==> config.mk <==
export PLATFORM = sky130hd
export DESIGN_NAME = dual_touch_virtual_joystick_unit
export DESIGN_NICKNAME = d
export VERILOG_FILES = /design/src/rtl/dtvj_pkg.sv /design/src/rtl/dtvj_serdiv.sv /design/src/rtl/dtvj_pad_tracker.sv /design/src/rtl/dual_touch_virtual_joystick_unit.sv
export VERILOG_INCLUDE_DIRS = /design/src /design/src/rtl
export SDC_FILE = /design/constraint.sdc
export NUM_CORES = 1
export LEC_CHECK = 0
export BUFFER_PORTS_ARGS = -buffer_cell sky130_fd_sc_hd__buf_2
export CELL_PAD_IN_SITES_DETAIL_PLACEMENT = 1
export CELL_PAD_IN_SITES_GLOBAL_PLACEMENT = 1
export CORE_AREA = 2 2 204 206
export CTS_BUF_LIST = sky130_fd_sc_hd__clkbuf_8
export DETAILED_ROUTE_END_ITERATION = 10
export DIE_AREA = 0 0 206 208
export GPL_TIMING_DRIVEN = 0
export PLACE_DENSITY_LB_ADDON = 0.1
export SYNTH_ARGS = -nofsm -noshare
export SYNTH_HDL_FRONTEND = slang
export SYNTH_SLANG_ARGS = --single-unit
==> constraint.sdc <==
create_clock -name clk_i -period 10.69 [get_ports clk_i]
set_input_delay 1.6035 -clock clk_i [delete_from_list [all_inputs] [get_ports clk_i]]
set_output_delay 1.6035 -clock clk_i [all_outputs]
set_load 0.02 [all_outputs]
==> src/rtl/dual_touch_virtual_joystick_unit_macros.svh <==
// ----------------------------------------------------------------------------
// Dual touch virtual joystick - assertion macros
// Shared concurrent assertion forms for the RTL modules.
// ----------------------------------------------------------------------------
`ifndef DUAL_TOUCH_VIRTUAL_JOYSTICK_UNIT_MACROS_SVH
`define DUAL_TOUCH_VIRTUAL_JOYSTICK_UNIT_MACROS_SVH

// checked outside reset only
`define DTVJ_ASSERT(lbl, clk, rst_n, prop, msg) \
  lbl: assert property (@(posedge clk) disable iff (!rst_n) prop) else $error(msg);

// checked at every edge, reset included
`define DTVJ_ASSERT_ALW(lbl, clk, prop, msg) \
  lbl: assert property (@(posedge clk) prop) else $error(msg);

`endif

==> src/rtl/dtvj_pkg.sv <==
// ----------------------------------------------------------------------------
// dtvj_pkg
// Types, codes and constants of the dual touch virtual joystick.
// ----------------------------------------------------------------------------
package dtvj_pkg;

  localparam int unsigned COORD_BITS_DEF     = 12;
  localparam int unsigned AXIS_FRAC_BITS_DEF = 15;

  localparam int unsigned CFG_W   = 12;
  localparam int unsigned TOUCH_W = 12;
  localparam int unsigned AXIS_W  = 16;
  localparam int unsigned KNOB_W  = 14;
  localparam int unsigned APB_AW  = 4;
  localparam int unsigned APB_DW  = 32;

  localparam logic [CFG_W-1:0] CENTER_X_RST = 12'd540;
  localparam logic [CFG_W-1:0] RADIUS_RST   = 12'd400;
  localparam logic             PAD_EN_RST   = 1'b1;

  typedef enum logic [1:0] {
    FUNC_POINT   = 2'd0,
    FUNC_EMPTY   = 2'd1,
    FUNC_RELEASE = 2'd2
  } func_e;

  typedef enum logic [1:0] {
    REG_CENTER_X   = 2'd0,
    REG_RADIUS_X   = 2'd1,
    REG_RADIUS_Y   = 2'd2,
    REG_PAD_ENABLE = 2'd3
  } reg_idx_e;

  typedef struct packed {
    logic left_valid;
    logic right_valid;
  } pad_flags_t;

endpackage

==> src/rtl/dtvj_serdiv.sv <==
// ----------------------------------------------------------------------------
// dtvj_serdiv
// Bit-serial restoring divider: one quotient bit per cycle, F+1 bits for a
// dividend no larger than the divisor, scaled by 2^F.
// ----------------------------------------------------------------------------
`include "dual_touch_virtual_joystick_unit_macros.svh"

module dtvj_serdiv import dtvj_pkg::*; #(
  parameter int unsigned W = CFG_W,
  parameter int unsigned F = AXIS_FRAC_BITS_DEF
) (
  input  logic         clk_i,
  input  logic         rst_ni,
  input  logic         start_i,
  input  logic [W-1:0] dividend_i,
  input  logic [W-1:0] divisor_i,
  output logic         busy_o,
  output logic         done_o,
  output logic [F:0]   quot_o
);

  localparam int unsigned CW = $clog2(F + 1);
  localparam logic [CW-1:0] LastCnt = CW'(F);

  logic          busy_q, done_q;
  logic [CW-1:0] cnt_q;
  logic [W:0]    rem_q;
  logic [W-1:0]  dvs_q;
  logic [F:0]    quot_q;

  logic [W:0]    diff;
  logic          ge;
  logic [W:0]    rem_d;

  assign diff  = rem_q - {1'b0, dvs_q};
  assign ge    = (rem_q >= {1'b0, dvs_q});
  assign rem_d = ge ? diff : rem_q;

  always_ff @(posedge clk_i or negedge rst_ni) begin
    if (!rst_ni) begin
      busy_q <= 1'b0;
      done_q <= 1'b0;
      cnt_q  <= '0;
      rem_q  <= '0;
      dvs_q  <= '0;
      quot_q <= '0;
    end else begin
      done_q <= 1'b0;
      if (start_i) begin
        rem_q  <= {1'b0, dividend_i};
        dvs_q  <= divisor_i;
        quot_q <= '0;
        cnt_q  <= LastCnt;
        busy_q <= 1'b1;
      end else if (busy_q) begin
        rem_q  <= {rem_d[W-1:0], 1'b0};
        quot_q <= {quot_q[F-1:0], ge};
        if (cnt_q == '0) begin
          busy_q <= 1'b0;
          done_q <= 1'b1;
        end else begin
          cnt_q <= cnt_q - CW'(1);
        end
      end
    end
  end

  assign busy_o = busy_q;
  assign done_o = done_q;
  assign quot_o = quot_q;

  `DTVJ_ASSERT(a_start_when_free, clk_i, rst_ni, start_i |-> !busy_q, "divider restarted while busy")
  `DTVJ_ASSERT_ALW(a_busy_done_excl, clk_i, !(busy_q && done_q), "divider busy and done together")

endmodule

==> src/rtl/dtvj_pad_tracker.sv <==
// ----------------------------------------------------------------------------
// dtvj_pad_tracker
// Per-pad touch state: valid and seen flags, anchor and current points.
// ----------------------------------------------------------------------------
`include "dual_touch_virtual_joystick_unit_macros.svh"

module dtvj_pad_tracker import dtvj_pkg::*; #(
  parameter int unsigned C = COORD_BITS_DEF
) (
  input  logic               clk_i,
  input  logic               rst_ni,
  input  logic               take_i,
  input  logic [1:0]         func_i,
  input  logic [TOUCH_W-1:0] touch_x_i,
  input  logic [TOUCH_W-1:0] touch_y_i,
  input  logic               last_i,
  input  logic [CFG_W-1:0]   center_x_i,
  input  logic               pad_enable_i,
  output pad_flags_t         flags_o,
  output logic [C-1:0]       anchor_o  [2][2],
  output logic [C-1:0]       current_o [2][2]
);

  localparam int unsigned CmpW = (C > CFG_W) ? C : CFG_W;

  logic [1:0]   valid_q, valid_d, seen_q, seen_d;
  logic [C-1:0] anchor_q  [2][2];
  logic [C-1:0] anchor_d  [2][2];
  logic [C-1:0] current_q [2][2];
  logic [C-1:0] current_d [2][2];
  logic [C-1:0] pt [2];
  logic         side;

  always_comb begin
    pt[0]     = C'(touch_x_i);
    pt[1]     = C'(touch_y_i);
    side      = (CmpW'(pt[0]) < CmpW'(center_x_i)) ? 1'b0 : 1'b1;
    valid_d   = valid_q;
    seen_d    = seen_q;
    anchor_d  = anchor_q;
    current_d = current_q;
    if (take_i) begin
      case (func_e'(func_i))
        FUNC_POINT: begin
          if (!seen_q[side]) begin
            seen_d[side] = 1'b1;
            if (!valid_q[side]) begin
              if (pad_enable_i) begin
                anchor_d[side]  = pt;
                current_d[side] = pt;
                valid_d[side]   = 1'b1;
              end
            end else begin
              current_d[side] = pt;
            end
          end
          if (last_i) begin
            valid_d = valid_d & seen_d;
            seen_d  = '0;
          end
        end
        FUNC_EMPTY: begin
          valid_d = valid_q & seen_q;
          seen_d  = '0;
        end
        FUNC_RELEASE: begin
          valid_d = '0;
          seen_d  = '0;
        end
        default: ;
      endcase
    end
  end

  always_ff @(posedge clk_i or negedge rst_ni) begin
    if (!rst_ni) begin
      valid_q <= '0;
      seen_q  <= '0;
      for (int p = 0; p < 2; p++) begin
        for (int a = 0; a < 2; a++) begin
          anchor_q[p][a]  <= '0;
          current_q[p][a] <= '0;
        end
      end
    end else begin
      valid_q   <= valid_d;
      seen_q    <= seen_d;
      anchor_q  <= anchor_d;
      current_q <= current_d;
    end
  end

  assign flags_o.left_valid  = valid_q[0];
  assign flags_o.right_valid = valid_q[1];
  assign anchor_o            = anchor_q;
  assign current_o           = current_q;

  `DTVJ_ASSERT(a_release_clears, clk_i, rst_ni, (take_i && func_i == FUNC_RELEASE) |=> (valid_q == 2'b00 && seen_q == 2'b00), "release left a pad active")

endmodule

==> src/rtl/dual_touch_virtual_joystick_unit.sv <==
// ----------------------------------------------------------------------------
// dual_touch_virtual_joystick_unit
// Two-pad touchscreen virtual joystick with Q1.15 stick outputs.
// ----------------------------------------------------------------------------
// Input words (func, touch_x, touch_y, last_in_event) arrive on a valid/ready
// channel; each accepted word yields exactly one result word on a valid/ready
// output channel. Pad state updates at the accepting edge, then the four
// axes are formed one after another in a single bit-serial divider, one
// quotient bit per cycle. Each axis passes S_LOAD and S_DIV; after the last
// one, S_DONE loads the result into the output register and the unit returns
// to S_IDLE, where the next word is taken, so no new word is accepted while
// one is in progress. in_ready is high whenever the unit is idle, also while
// a finished result still waits in the output register.
// If the receiver stalls, the result holds in the output register and a
// following word completes only once that register has been emptied.
// Configuration (centre line, radii, pad enable) is to be written over the
// APB port only while the unit is idle (the block leaves this to the user);
// pready is tied high. Reset clears both pads, the handshake and the output
// register, and loads the registers with centre 540, radii 400, pads enabled.
// ----------------------------------------------------------------------------
`include "dual_touch_virtual_joystick_unit_macros.svh"

module dual_touch_virtual_joystick_unit import dtvj_pkg::*; #(
  parameter int unsigned COORD_BITS     = COORD_BITS_DEF,
  parameter int unsigned AXIS_FRAC_BITS = AXIS_FRAC_BITS_DEF
) (
  input  logic                     clk_i,
  input  logic                     rst_ni,
  input  logic                     psel,
  input  logic                     penable,
  input  logic                     pwrite,
  input  logic [APB_AW-1:0]        paddr,
  input  logic [APB_DW-1:0]        pwdata,
  output logic [APB_DW-1:0]        prdata,
  output logic                     pready,
  input  logic                     in_valid_i,
  output logic                     in_ready_o,
  input  logic [1:0]               func_i,
  input  logic [TOUCH_W-1:0]       touch_x_i,
  input  logic [TOUCH_W-1:0]       touch_y_i,
  input  logic                     last_in_event_i,
  output logic                     out_valid_o,
  input  logic                     out_ready_i,
  output logic signed [AXIS_W-1:0] left_axis_x_o,
  output logic signed [AXIS_W-1:0] left_axis_y_o,
  output logic signed [AXIS_W-1:0] right_axis_x_o,
  output logic signed [AXIS_W-1:0] right_axis_y_o,
  output logic                     left_active_o,
  output logic                     right_active_o,
  output logic signed [KNOB_W-1:0] knob_x_o,
  output logic signed [KNOB_W-1:0] knob_y_o
);

  localparam int unsigned C  = COORD_BITS;
  localparam int unsigned F  = AXIS_FRAC_BITS;
  localparam int unsigned DW = (C > CFG_W) ? C : CFG_W;
  localparam int unsigned SW = (DW + 2 > KNOB_W) ? DW + 2 : KNOB_W;
  localparam logic [AXIS_W-1:0] AxisMax = {1'b0, {(AXIS_W-1){1'b1}}};

  typedef enum logic [3:0] {
    S_IDLE = 4'b0001,
    S_LOAD = 4'b0010,
    S_DIV  = 4'b0100,
    S_DONE = 4'b1000
  } state_e;

  // configuration
  logic [CFG_W-1:0] center_x_q, radius_x_q, radius_y_q;
  logic             pad_en_q;
  logic             cfg_we;
  reg_idx_e         reg_idx;

  assign pready  = 1'b1;
  assign cfg_we  = psel & penable & pwrite;
  assign reg_idx = reg_idx_e'(paddr[3:2]);

  always_ff @(posedge clk_i or negedge rst_ni) begin
    if (!rst_ni) begin
      center_x_q <= CENTER_X_RST;
      radius_x_q <= RADIUS_RST;
      radius_y_q <= RADIUS_RST;
      pad_en_q   <= PAD_EN_RST;
    end else if (cfg_we) begin
      case (reg_idx)
        REG_CENTER_X:   center_x_q <= pwdata[CFG_W-1:0];
        REG_RADIUS_X:   radius_x_q <= pwdata[CFG_W-1:0];
        REG_RADIUS_Y:   radius_y_q <= pwdata[CFG_W-1:0];
        REG_PAD_ENABLE: pad_en_q   <= pwdata[0];
        default: ;
      endcase
    end
  end

  always_comb begin
    case (reg_idx)
      REG_CENTER_X:   prdata = APB_DW'(center_x_q);
      REG_RADIUS_X:   prdata = APB_DW'(radius_x_q);
      REG_RADIUS_Y:   prdata = APB_DW'(radius_y_q);
      REG_PAD_ENABLE: prdata = APB_DW'(pad_en_q);
      default:        prdata = '0;
    endcase
  end

  // pad state
  pad_flags_t   flags;
  logic [C-1:0] anchor  [2][2];
  logic [C-1:0] current [2][2];
  logic         take;

  assign take = in_valid_i & in_ready_o;

  dtvj_pad_tracker #(.C(C)) u_tracker (
    .clk_i        (clk_i),
    .rst_ni       (rst_ni),
    .take_i       (take),
    .func_i       (func_i),
    .touch_x_i    (touch_x_i),
    .touch_y_i    (touch_y_i),
    .last_i       (last_in_event_i),
    .center_x_i   (center_x_q),
    .pad_enable_i (pad_en_q),
    .flags_o      (flags),
    .anchor_o     (anchor),
    .current_o    (current)
  );

  // axis sequencer
  state_e     state_q;
  logic [1:0] k_q;
  logic       neg_q;
  logic [AXIS_W-1:0] axis_q [4];
  logic [KNOB_W-1:0] knob_q [2];

  logic              pad_sel, ax_sel;
  logic [C-1:0]      cur_sel, anc_sel;
  logic [CFG_W-1:0]  rr_raw;
  logic [DW-1:0]     rr;
  logic signed [DW:0] d, rr_s, clip;
  logic [DW-1:0]     mag;
  logic signed [SW-1:0] knob_sum;

  logic              div_start, div_busy, div_done;
  logic [F:0]        quot;
  logic [AXIS_W:0]   v;
  logic [AXIS_W-1:0] axis_d;

  always_comb begin
    pad_sel = k_q[1];
    ax_sel  = k_q[0];
    cur_sel = current[pad_sel][ax_sel];
    anc_sel = anchor[pad_sel][ax_sel];
    rr_raw  = ax_sel ? radius_y_q : radius_x_q;
    rr      = (rr_raw == '0) ? DW'(1) : DW'(rr_raw);
    rr_s    = $signed({1'b0, rr});
    d       = $signed({1'b0, DW'(cur_sel)}) - $signed({1'b0, DW'(anc_sel)});
    if (d > rr_s) begin
      clip = rr_s;
    end else if (d < -rr_s) begin
      clip = -rr_s;
    end else begin
      clip = d;
    end
    mag      = clip[DW] ? DW'(-clip) : DW'(clip);
    knob_sum = $signed(SW'(anc_sel)) + SW'(clip);
  end

  assign div_start = (state_q == S_LOAD);

  dtvj_serdiv #(.W(DW), .F(F)) u_div (
    .clk_i      (clk_i),
    .rst_ni     (rst_ni),
    .start_i    (div_start),
    .dividend_i (mag),
    .divisor_i  (rr),
    .busy_o     (div_busy),
    .done_o     (div_done),
    .quot_o     (quot)
  );

  // full scale is 2^15, which saturates on the positive side
  always_comb begin
    v = (AXIS_W + 1)'(quot) << (AXIS_W - 1 - F);
    if (neg_q) begin
      axis_d = AXIS_W'(-v);
    end else begin
      axis_d = v[AXIS_W-1] ? AxisMax : v[AXIS_W-1:0];
    end
  end

  // output register
  logic              out_valid_q;
  logic              out_load;
  logic [AXIS_W-1:0] out_axis_q [4];
  logic [KNOB_W-1:0] out_knob_q [2];
  pad_flags_t        out_flags_q;

  assign out_load   = (state_q == S_DONE) && (!out_valid_q || out_ready_i);
  assign in_ready_o = (state_q == S_IDLE);

  always_ff @(posedge clk_i or negedge rst_ni) begin
    if (!rst_ni) begin
      state_q     <= S_IDLE;
      k_q         <= '0;
      neg_q       <= 1'b0;
      out_valid_q <= 1'b0;
      out_flags_q <= '0;
      for (int i = 0; i < 4; i++) begin
        axis_q[i]     <= '0;
        out_axis_q[i] <= '0;
      end
      for (int i = 0; i < 2; i++) begin
        knob_q[i]     <= '0;
        out_knob_q[i] <= '0;
      end
    end else begin
      if (out_valid_q && out_ready_i && !out_load) begin
        out_valid_q <= 1'b0;
      end
      case (state_q)
        S_IDLE: begin
          if (in_valid_i) begin
            k_q     <= '0;
            state_q <= S_LOAD;
          end
        end
        S_LOAD: begin
          neg_q <= clip[DW];
          if (!pad_sel) begin
            knob_q[ax_sel] <= knob_sum[KNOB_W-1:0];
          end
          state_q <= S_DIV;
        end
        S_DIV: begin
          if (div_done) begin
            axis_q[k_q] <= axis_d;
            if (k_q == 2'd3) begin
              state_q <= S_DONE;
            end else begin
              k_q     <= k_q + 2'd1;
              state_q <= S_LOAD;
            end
          end
        end
        S_DONE: begin
          if (out_load) begin
            out_valid_q   <= 1'b1;
            out_flags_q   <= flags;
            out_axis_q[0] <= flags.left_valid  ? axis_q[0] : '0;
            out_axis_q[1] <= flags.left_valid  ? axis_q[1] : '0;
            out_axis_q[2] <= flags.right_valid ? axis_q[2] : '0;
            out_axis_q[3] <= flags.right_valid ? axis_q[3] : '0;
            out_knob_q[0] <= flags.left_valid  ? knob_q[0] : '0;
            out_knob_q[1] <= flags.left_valid  ? knob_q[1] : '0;
            state_q       <= S_IDLE;
          end
        end
        default: state_q <= S_IDLE;
      endcase
    end
  end

  assign out_valid_o    = out_valid_q;
  assign left_axis_x_o  = out_axis_q[0];
  assign left_axis_y_o  = out_axis_q[1];
  assign right_axis_x_o = out_axis_q[2];
  assign right_axis_y_o = out_axis_q[3];
  assign left_active_o  = out_flags_q.left_valid;
  assign right_active_o = out_flags_q.right_valid;
  assign knob_x_o       = out_knob_q[0];
  assign knob_y_o       = out_knob_q[1];

  `DTVJ_ASSERT(a_done_in_div, clk_i, rst_ni, div_done |-> state_q == S_DIV, "stray done")
  `DTVJ_ASSERT(a_busy_in_div, clk_i, rst_ni, div_busy |-> state_q == S_DIV, "stray busy")
  `DTVJ_ASSERT(a_accept_loads, clk_i, rst_ni, take |=> state_q == S_LOAD && k_q == '0, "no load")

endmodule

==> flow_summary.ini, run 1 <==
[clock_tree]
postCtsSetupRepairBufs = 0
cts.clk_slew.worst_paths_ps = 60
cts_root_buffer = clkbuf_8
clockBufferDepth = 3
cts_tree = done
clk_latency_ps = 630
numCtsBuffers = 67
cts.sinks = 378
cts_resized = 0
cts-htree-levels = 3
postCtsHoldBufs = 0

[timing]
setup_tns_ps = 0
period_minus_slack_ps = 9538
rsz0062_at_grt = no
fmax_mhz = 104.8
worst_clock_skew_ps = 28.33
tightest_slew_ps = 1076
whs_ps = 471.1
timing.final.hold_violations = 0
min_period_over_period = 0.8922
setup_viol = 0
max_slew_margin = 0.2767
drv_slew = 0

[route]
firstDrtPassIters = 5
antenna_left = 0
drt_iter0_drc = 615
drt_wl_total_um = 56530
dr_total_vias = 14740
wire_per_inst_um = 21.34
vias_per_cell = 5.566
drc_errors = 0

[floorplanning]
die_h_um = 208
start_util = 0.4852
io_pins = 199
die_x_um = 206
core_area_mm2 = 0.04055
fp-row-count = 74
die_area_mm2 = 0.04285

[finish]
post_route_cells_drive_above_1_share = 0.2655
area_delta_synth_final_pct = 15.00
nets = 2228
finish.utilization = 0.5579
antenna_cells = 0

[min_path]
worst_hold_path_type = reg2reg
min_to = left_axis_x_o[11]
hold-path-cell-count = 2
hp-start = left_axis_x_o[11]

[worst_setup_path]
slowest_delay_ps = 680
r2r_cells = 38
start_kind = flip-flop
worstPathArrival_ps = 10050
cp_max_fo = 10
r2r-end = knob_q[12]
crit_type = reg2reg
cp-end-kind = flip-flop
cp_common_cell = a21oi_1
r2r-start = k_q[0]
crit_slowest_cell = clkbuf_1
reg2reg_slack_ps = 1150
critPathRequiredTime_ps = 11200

[synthesis]
syn-cell-area_mm2 = 0.01968
synth-compound-area-share = 0.1185
synth-main-ff-cell = dfrtp_1
synth_edf_count = 0
synthXorXnorAreaFrac = 0.01914
seq_area_frac_synth = 0.4815
synthAdderAreaFrac = 0.05577
synth-seq-cells = 378
synth_top_family_by_area = multiplexers
synth_cell_types = 77
synth-simple-area-share = 0.1095
synth_area_per_cell_um2 = 10.77
synthMuxAreaShare = 0.1744
synthArstFlopShare = 1.000
syn_inst = 1827
yosys_warnings = 0

[run_status]
outcome = complete, no violations

[place]
dp_hpwl_um = 42650
gp_congestion = 0.9327
port_buffers = 153

[run]
maxCapViolCount = 0

[grt]
grt_pass1_vias = 16070
grt_pass1_wl_um = 89540
grt_usage = 0.2706
antenna_found_initial = 1
grt_overflow = 0
grt_max_degree = 92
[state kept, by name (all words and copies together), names as in the netlist, 28 cells and up]
register,cells
u_tracker.current_o,48
knob_q,28
axis_q,64
u_tracker.anchor_o,48
[cells in the mapped netlist (3+ instances only)]
cell type | count | area (um2)
dfrtp_1 | 366 | 9159
nand2_1 | 268 | 1006
mux2_2 | 210 | 2365
o21ai_0 | 184 | 920.9
ha_1 | 82 | 1026
nor2_1 | 77 | 289.0
inv_1 | 73 | 274.0
clkbuf_1 | 71 | 266.5
a21oi_1 | 57 | 285.3
mux2i_1 | 48 | 480.5
xnor2_1 | 30 | 262.8
a21o_1 | 26 | 195.2
mux4_2 | 25 | 563.0
nor3_1 | 23 | 115.1
buf_4 | 22 | 165.2
a31oi_1 | 18 | 112.6
o21a_1 | 17 | 127.6
nor2b_1 | 14 | 87.58
xor2_1 | 13 | 113.9
dfstp_2 | 12 | 315.3
nand2b_1 | 12 | 75.07
or3_1 | 12 | 75.07
nand3_1 | 11 | 55.05
a211o_1 | 10 | 87.58
buf_2 | 8 | 40.04
nand4_1 | 8 | 50.05
nor4_1 | 8 | 50.05
a211oi_1 | 7 | 52.55
and3_1 | 7 | 43.79
buf_1 | 7 | 26.28
and2_1 | 6 | 37.54
o211ai_1 | 5 | 37.54
o21ai_1 | 5 | 25.02
o21bai_1 | 5 | 37.54
a2111oi_0 | 4 | 35.03
a21boi_0 | 4 | 30.03
nor3b_1 | 4 | 30.03
o2111ai_1 | 4 | 35.03
o22ai_1 | 4 | 25.02
o31ai_1 | 4 | 30.03
fa_1 | 3 | 60.06
nor3b_2 | 3 | 37.54
o22a_1 | 3 | 26.28
[kinds of logic after synthesis]
kind of cell               after synthesis
DFF                                    378
muxes                                  284
buffers and inverters                  185
xor gates and xnor gates                43
AOI/OAI and AO/OA                      377
and+or+nand+nor                        472
other                                    2
adders and majority gates               86
[metal layers]
| layer | wire [um] | GRT usage | vias to the layer above |
|---|---|---|---|
| met5 | 13 | 0 | - |
| met4 | 2281 | 0.1190 | 2 |
| met3 | 2468 | 0.04245 | 120 |
| met2 | 28780 | 0.4748 | 318 |
| met1 | 22990 | 0.3265 | 7411 |
| li1 | - | - | 6893 |
[cell type report]
cell class              count  area [um2]
repair buffers            158       893.4
fillers                  4445       17930
clock buffers              82        1129
inverters                  75       281.5
well taps                 532       665.6
plain buffers             110       520.5
multi-input cells        1283        9477
clock inverters            31       186.4
flip-flops and latches    378        9474
[worst max-delay path: cells and delay by family (launching register included)]
kind            cells  cell delay (ps)
mux                 3             1060
fa+ha+maj           5             1730
xor+xnor            2              320
compound gates     16             3060
simple gates        5              420
buf+inv             7             2210
flops               1              630
[cell usage in the layout (no fill, tap or decap), types with 26 or more instances in the layout]
master | netlist | final
dfrtp_1 | 366 | 366
nand2_1 | 268 | 268
mux2_2 | 210 | 210
o21ai_0 | 184 | 184
buf_2 | 8 | 160
inv_1 | 73 | 95
ha_1 | 82 | 82
clkbuf_8 | 0 | 82
nor2_1 | 77 | 77
clkbuf_1 | 71 | 71
a21oi_1 | 57 | 57
mux2i_1 | 48 | 48
xnor2_1 | 30 | 30
a21o_1 | 26 | 26
[per-stage QoR]
stage / cells / setup slack [ps] / area [um2]
floorplan: 1846 / 3123 / 19750
global placement: 2531 / 595.3 / 21180
detailed placement: 2536 / 1162 / 21310
CTS: 2649 / 1126 / 22630
global route: 2649 / 458.4 / 22630
finish: 2649 / 1152 / 22630
[how the worst max path moves through the flow]
stage / startpoint / depth (start not counted) / endpoint / slack [ps]
floorplan: k_q[1] / 37 / knob_q[12] / 3120
global placement: rst_ni / 1 / u_tracker.anchor_o[4] / 600
detailed placement: k_q[0] / 38 / knob_q[26] / 1160
CTS: k_q[0] / 38 / knob_q[12] / 1130
global route: k_q[0] / 38 / knob_q[12] / 460
finish: k_q[0] / 38 / knob_q[12] / 1150
Power of run 1 is not shown: default switching activity piles up to over one toggle a cycle in this logic, so the estimate is an artifact.
==> run 2: changes to the inputs <==
- GPL_TIMING_DRIVEN: 0 -> 1
==> run 2 against run 1 <==
Fmax up 15%. Worst setup slack improved by 1200 ps. Critical path type unchanged. Count of clock-buffer cells in the layout down 1. Largest cell class unchanged.
==> flow_summary.ini, run 2 (synthesis results as in run 1) <==
[worst_setup_path]
cp-end-kind = flip-flop
crit_slowest_cell = dfrtp_2
start_kind = flip-flop
critPathRequiredTime_ps = 11210
slowest_delay_ps = 610
cp_max_fo = 38
r2r_cells = 30
cp_common_cell = a21oi_1
crit_type = reg2reg
worstPathArrival_ps = 8810

[place]
place_area_mm2 = 0.02091
gp_congestion = 0.8667
dp_hpwl_um = 37700
port_buffers = 155

[route]
wire_per_inst_um = 20.54
firstDrtPassIters = 4
dr_total_vias = 14320
drt_wl_total_um = 52600
drt_iter0_drc = 525
antenna_left = 0
drc_errors = 0
vias_per_cell = 5.592

[timing]
min_period_over_period = 0.7760
rsz0062_at_grt = no
setup_viol = 0
setup_tns_ps = 0
max_slew_margin = 0.3420
period_minus_slack_ps = 8296
timing.final.hold_violations = 0
drv_slew = 0
worst_clock_skew_ps = 27.84
tightest_slew_ps = 984.9
fmax_mhz = 120.5

[grt]
grt_max_degree = 100
grt_usage = 0.2530
grt_overflow = 0
grt_pass1_wl_um = 84530
antenna_found_initial = 0
grt_pass1_vias = 15170

[finish]
fin_area_mm2 = 0.02224
antenna_cells = 0
final_cell_mix = 363 x dfrtp_1, 268 x nand2_1, 210 x mux2_2
post_route_cells_drive_above_1_share = 0.2780
regMostFlops = axis_q
fillers = 4444
area_delta_synth_final_pct = 13.04
final_common_cell = dfrtp_1
nets = 2140
largest_register_ffs = 64

[floorplanning]
die_x_um = 206
core_area_mm2 = 0.04055
start_util = 0.4852
die_area_mm2 = 0.04285
io_pins = 199
die_h_um = 208
fp-row-count = 74

[run]
maxCapViolCount = 0

[clock_tree]
postCtsHoldBufs = 0
cts.sinks = 378
clockBufferDepth = 3
cts_tree = done
cts.clk_slew.worst_paths_ps = 60
numCtsBuffers = 67
cts_root_buffer = clkbuf_8
clk_latency_ps = 640
cts_resized = 0
postCtsSetupRepairBufs = 0
cts-htree-levels = 3

[min_path]
worst_hold_path_type = reg2reg
hold-path-cell-count = 2

[run_status]
outcome = complete, no violations
run 2: final timing paths:
check | slack, ps | end | start
max | 2390 | knob_q[26] | k_q[0]
min | 470 | right_axis_y_o[11] | right_axis_y_o[11]
max reg2reg | 2390 | knob_q[26] | k_q[0]
min reg2reg | 470 | right_axis_y_o[11] | right_axis_y_o[11]
max in group asynchronous | 7390 | u_tracker.anchor_o[3] | rst_ni
min in group asynchronous | 1030 | left_axis_y_o[14] | rst_ni
run 2: per-layer routing:
layer / GRT usage / share of wire
met5: 0 / 0
met1: 0.3181 / 0.43
met2: 0.4383 / 0.51
met4: 0.09310 / 0.029
met3: 0.03947 / 0.038
run 2: area by class of cell:
class                   count  area, um2  share of cell area
repair buffers            180      973.4             0.04377
clock buffers              81       1115             0.05013
flip-flops and latches    378       9478              0.4262
clock inverters            32      216.5            0.009733
inverters                  75      281.5             0.01266
well taps                 532      665.6             0.02993
multi-input cells        1283       9510              0.4276
run 2: stage by stage:
step	hold WS (ps)	std cells	worst slack, ps	utilization
after floorplan	443.3	1846	3123	-
after global placement	457.0	2448	2670	0.5156
after detailed placement	465.5	2448	2386	0.5156
after CTS	478.8	2561	2381	0.5484
after global routing	493.7	2561	1786	0.5484
final	474.6	2561	2394	0.5484
run 2: worst max-delay path, delay by kind of cell, from the launching register on:
kind / cells / cell delay [ps]
xor+xnor: 2 / 620
buf+inv: 2 / 720
compound gates: 16 / 3790
fa+ha+maj: 4 / 1550
simple gates: 5 / 620
mux: 1 / 290
flops: 1 / 610
Power of run 2 is left out for the same reason.
==> run 3: changes to the inputs <==
- CORE_AREA: 2 2 204 206 -> 2 2 215 217
- DIE_AREA: 0 0 206 208 -> 0 0 217 219
- clock period: 10.69 -> 7.2 ns (I/O delays scaled with it)
==> run 3 against run 2 <==
Via count increased by 0.27%. Die area increased by 11%. Final cell count increased by 4.8%.
==> flow_summary.ini, run 3 (synthesis results as in run 1) <==
[timing]
timing.final.hold_violations = 0
drv_slew = 0
fmax_mhz = 145.5
setup_viol = 0
worst_clock_skew_ps = 29.64
max_slew_margin = 0.3142
worst_slack_ps = 326.6
min_period_over_period = 0.9546
tightest_slew_ps = 1018
period_minus_slack_ps = 6873

[clock_tree]
postCtsHoldBufs = 0
cts.clk_slew.worst_paths_ps = 60
cts.sinks = 378
clockBufferDepth = 3
cts_root_buffer = clkbuf_8
cts_tree = done
numCtsBuffers = 68
cts-htree-levels = 3
clk_latency_ps = 670

[run_status]
outcome = complete, no violations

[worst_setup_path]
r2r-end = knob_q[12]
cp_common_cell = buf_4
r2r_cells = 33
r2r-start = k_q[1]
reg2reg_slack_ps = 330
crit_slowest_cell = mux4_2
worstPathArrival_ps = 7420
crit_type = reg2reg
crit_buf_inv = 5
slowest_delay_ps = 570
cpLargestDelayFamily = compound AO/OA/AOI/OAI gates
start_kind = flip-flop
critPathRequiredTime_ps = 7740
crit_cells = 33
cp_max_fo = 8
cp-end-kind = flip-flop

[floorplanning]
die_x_um = 217
fp-row-count = 78
die_h_um = 219
start_util = 0.4364
core_area_mm2 = 0.04509
io_pins = 199
die_area_mm2 = 0.04752

[place]
gp_congestion = 0.8730
pre_cts_slack_ps = -29.60
port_buffers = 155
dp_hpwl_um = 38490

[route]
vias_per_cell = 5.348
dr_total_vias = 14360
firstDrtPassIters = 4
drc_errors = 0
drt_wl_total_um = 53690
drt_iter0_drc = 624
wire_per_inst_um = 20.00
antenna_left = 0

[finish]
final_cell_mix = 363 x dfrtp_1, 268 x nand2_1, 210 x mux2_2
fillers = 5029
antenna_cells = 0
largest_register_ffs = 64
final_common_cell = dfrtp_1
post_route_cells_drive_above_1_share = 0.3022
regMostFlops = axis_q
area_delta_synth_final_pct = 16.01
nets = 2197

[min_path]
worst_hold_path_type = in2async

[grt]
grt_pass1_wl_um = 85510
grt_pass1_vias = 15380
grt_overflow = 0
grt_max_degree = 136
grt_usage = 0.2322
antenna_found_initial = 1

[run]
maxCapViolCount = 0
run 3: changes by cell type in the layout (fill, tap and decap cells not counted), moves of 3 or more:
| cell | previous run | this run |
|---|---|---|
| buf_4 | 25 | 75 |
| clkbuf_8 | 81 | 76 |
| buf_6 | 0 | 4 |
| inv_1 | 93 | 97 |
| o21ai_0 | 184 | 180 |
| a21oi_1 | 54 | 51 |
| a21oi_2 | 3 | 6 |
| o21ai_1 | 5 | 8 |
run 3: worst max path at each step:
| stage | endpoint | slack, ps | start |
|---|---|---|---|
| after global placement | knob_q[25] | 70 | k_q[1] |
| after floorplan | knob_q[12] | 20 | k_q[0] |
| after detailed placement | knob_q[27] | -30 | k_q[1] |
| after CTS | knob_q[27] | 80 | k_q[0] |
| final | knob_q[12] | 330 | k_q[1] |
| after global routing | knob_q[12] | -10 | k_q[1] |
run 3: area by class of cell:
class,instances,area (um2),share of cell area
multi-input combinational,1283,9572,0.4194
sequential,378,9483,0.4155
timing repair buffer,236,1434,0.06282
clock buffer,76,1046,0.04583
tap,600,750.7,0.03289
inverter,75,281.5,0.01233
clock inverter,37,257.7,0.01129
run 3: repair_timing:
action / CTS / global route
pin swaps: 0 / 4
endpoints found under the hold margin: 0 / 0
setup endpoints to repair: 6 / 10
buffers inserted: 0 / 4
resized for setup: 3 / 24
run 3: per-layer routing:
metal	track usage	vias up	share of wire	wire length [um]
met5	0	-	0	0
met4	0.09749	0	0.033	1760
met3	0.03895	85	0.037	2004
met2	0.4093	244	0.50	26990
met1	0.2814	7204	0.43	22930
li1	-	6826	-	-
run 3: worst reg2reg max path: cells and delay by family, from the launching register on:
family	cells	cell delay (ps)
AOI/OAI and AO/OA	14	2400
muxes	2	860
adders and majority gates	4	1310
and+or+nand+nor	6	550
DFF	1	540
xor gates and xnor gates	2	300
buffers and inverters	5	780
run 3: per-stage QoR:
stage | hold slack [ps] | utilization | cells | instance area, um2 | TNS, ps
after floorplan | 443.3 | - | 1846 | 19750 | 0
after global placement | 457.6 | 0.4746 | 2568 | 21400 | 0
after detailed placement | 464.9 | 0.4746 | 2568 | 21400 | -72.02
after CTS | 427.9 | 0.5037 | 2681 | 22710 | 0
after global routing | 458.0 | 0.5062 | 2685 | 22820 | -16.12
final | 432.4 | 0.5062 | 2685 | 22820 | 0
Power of run 3 is left out for the same reason.
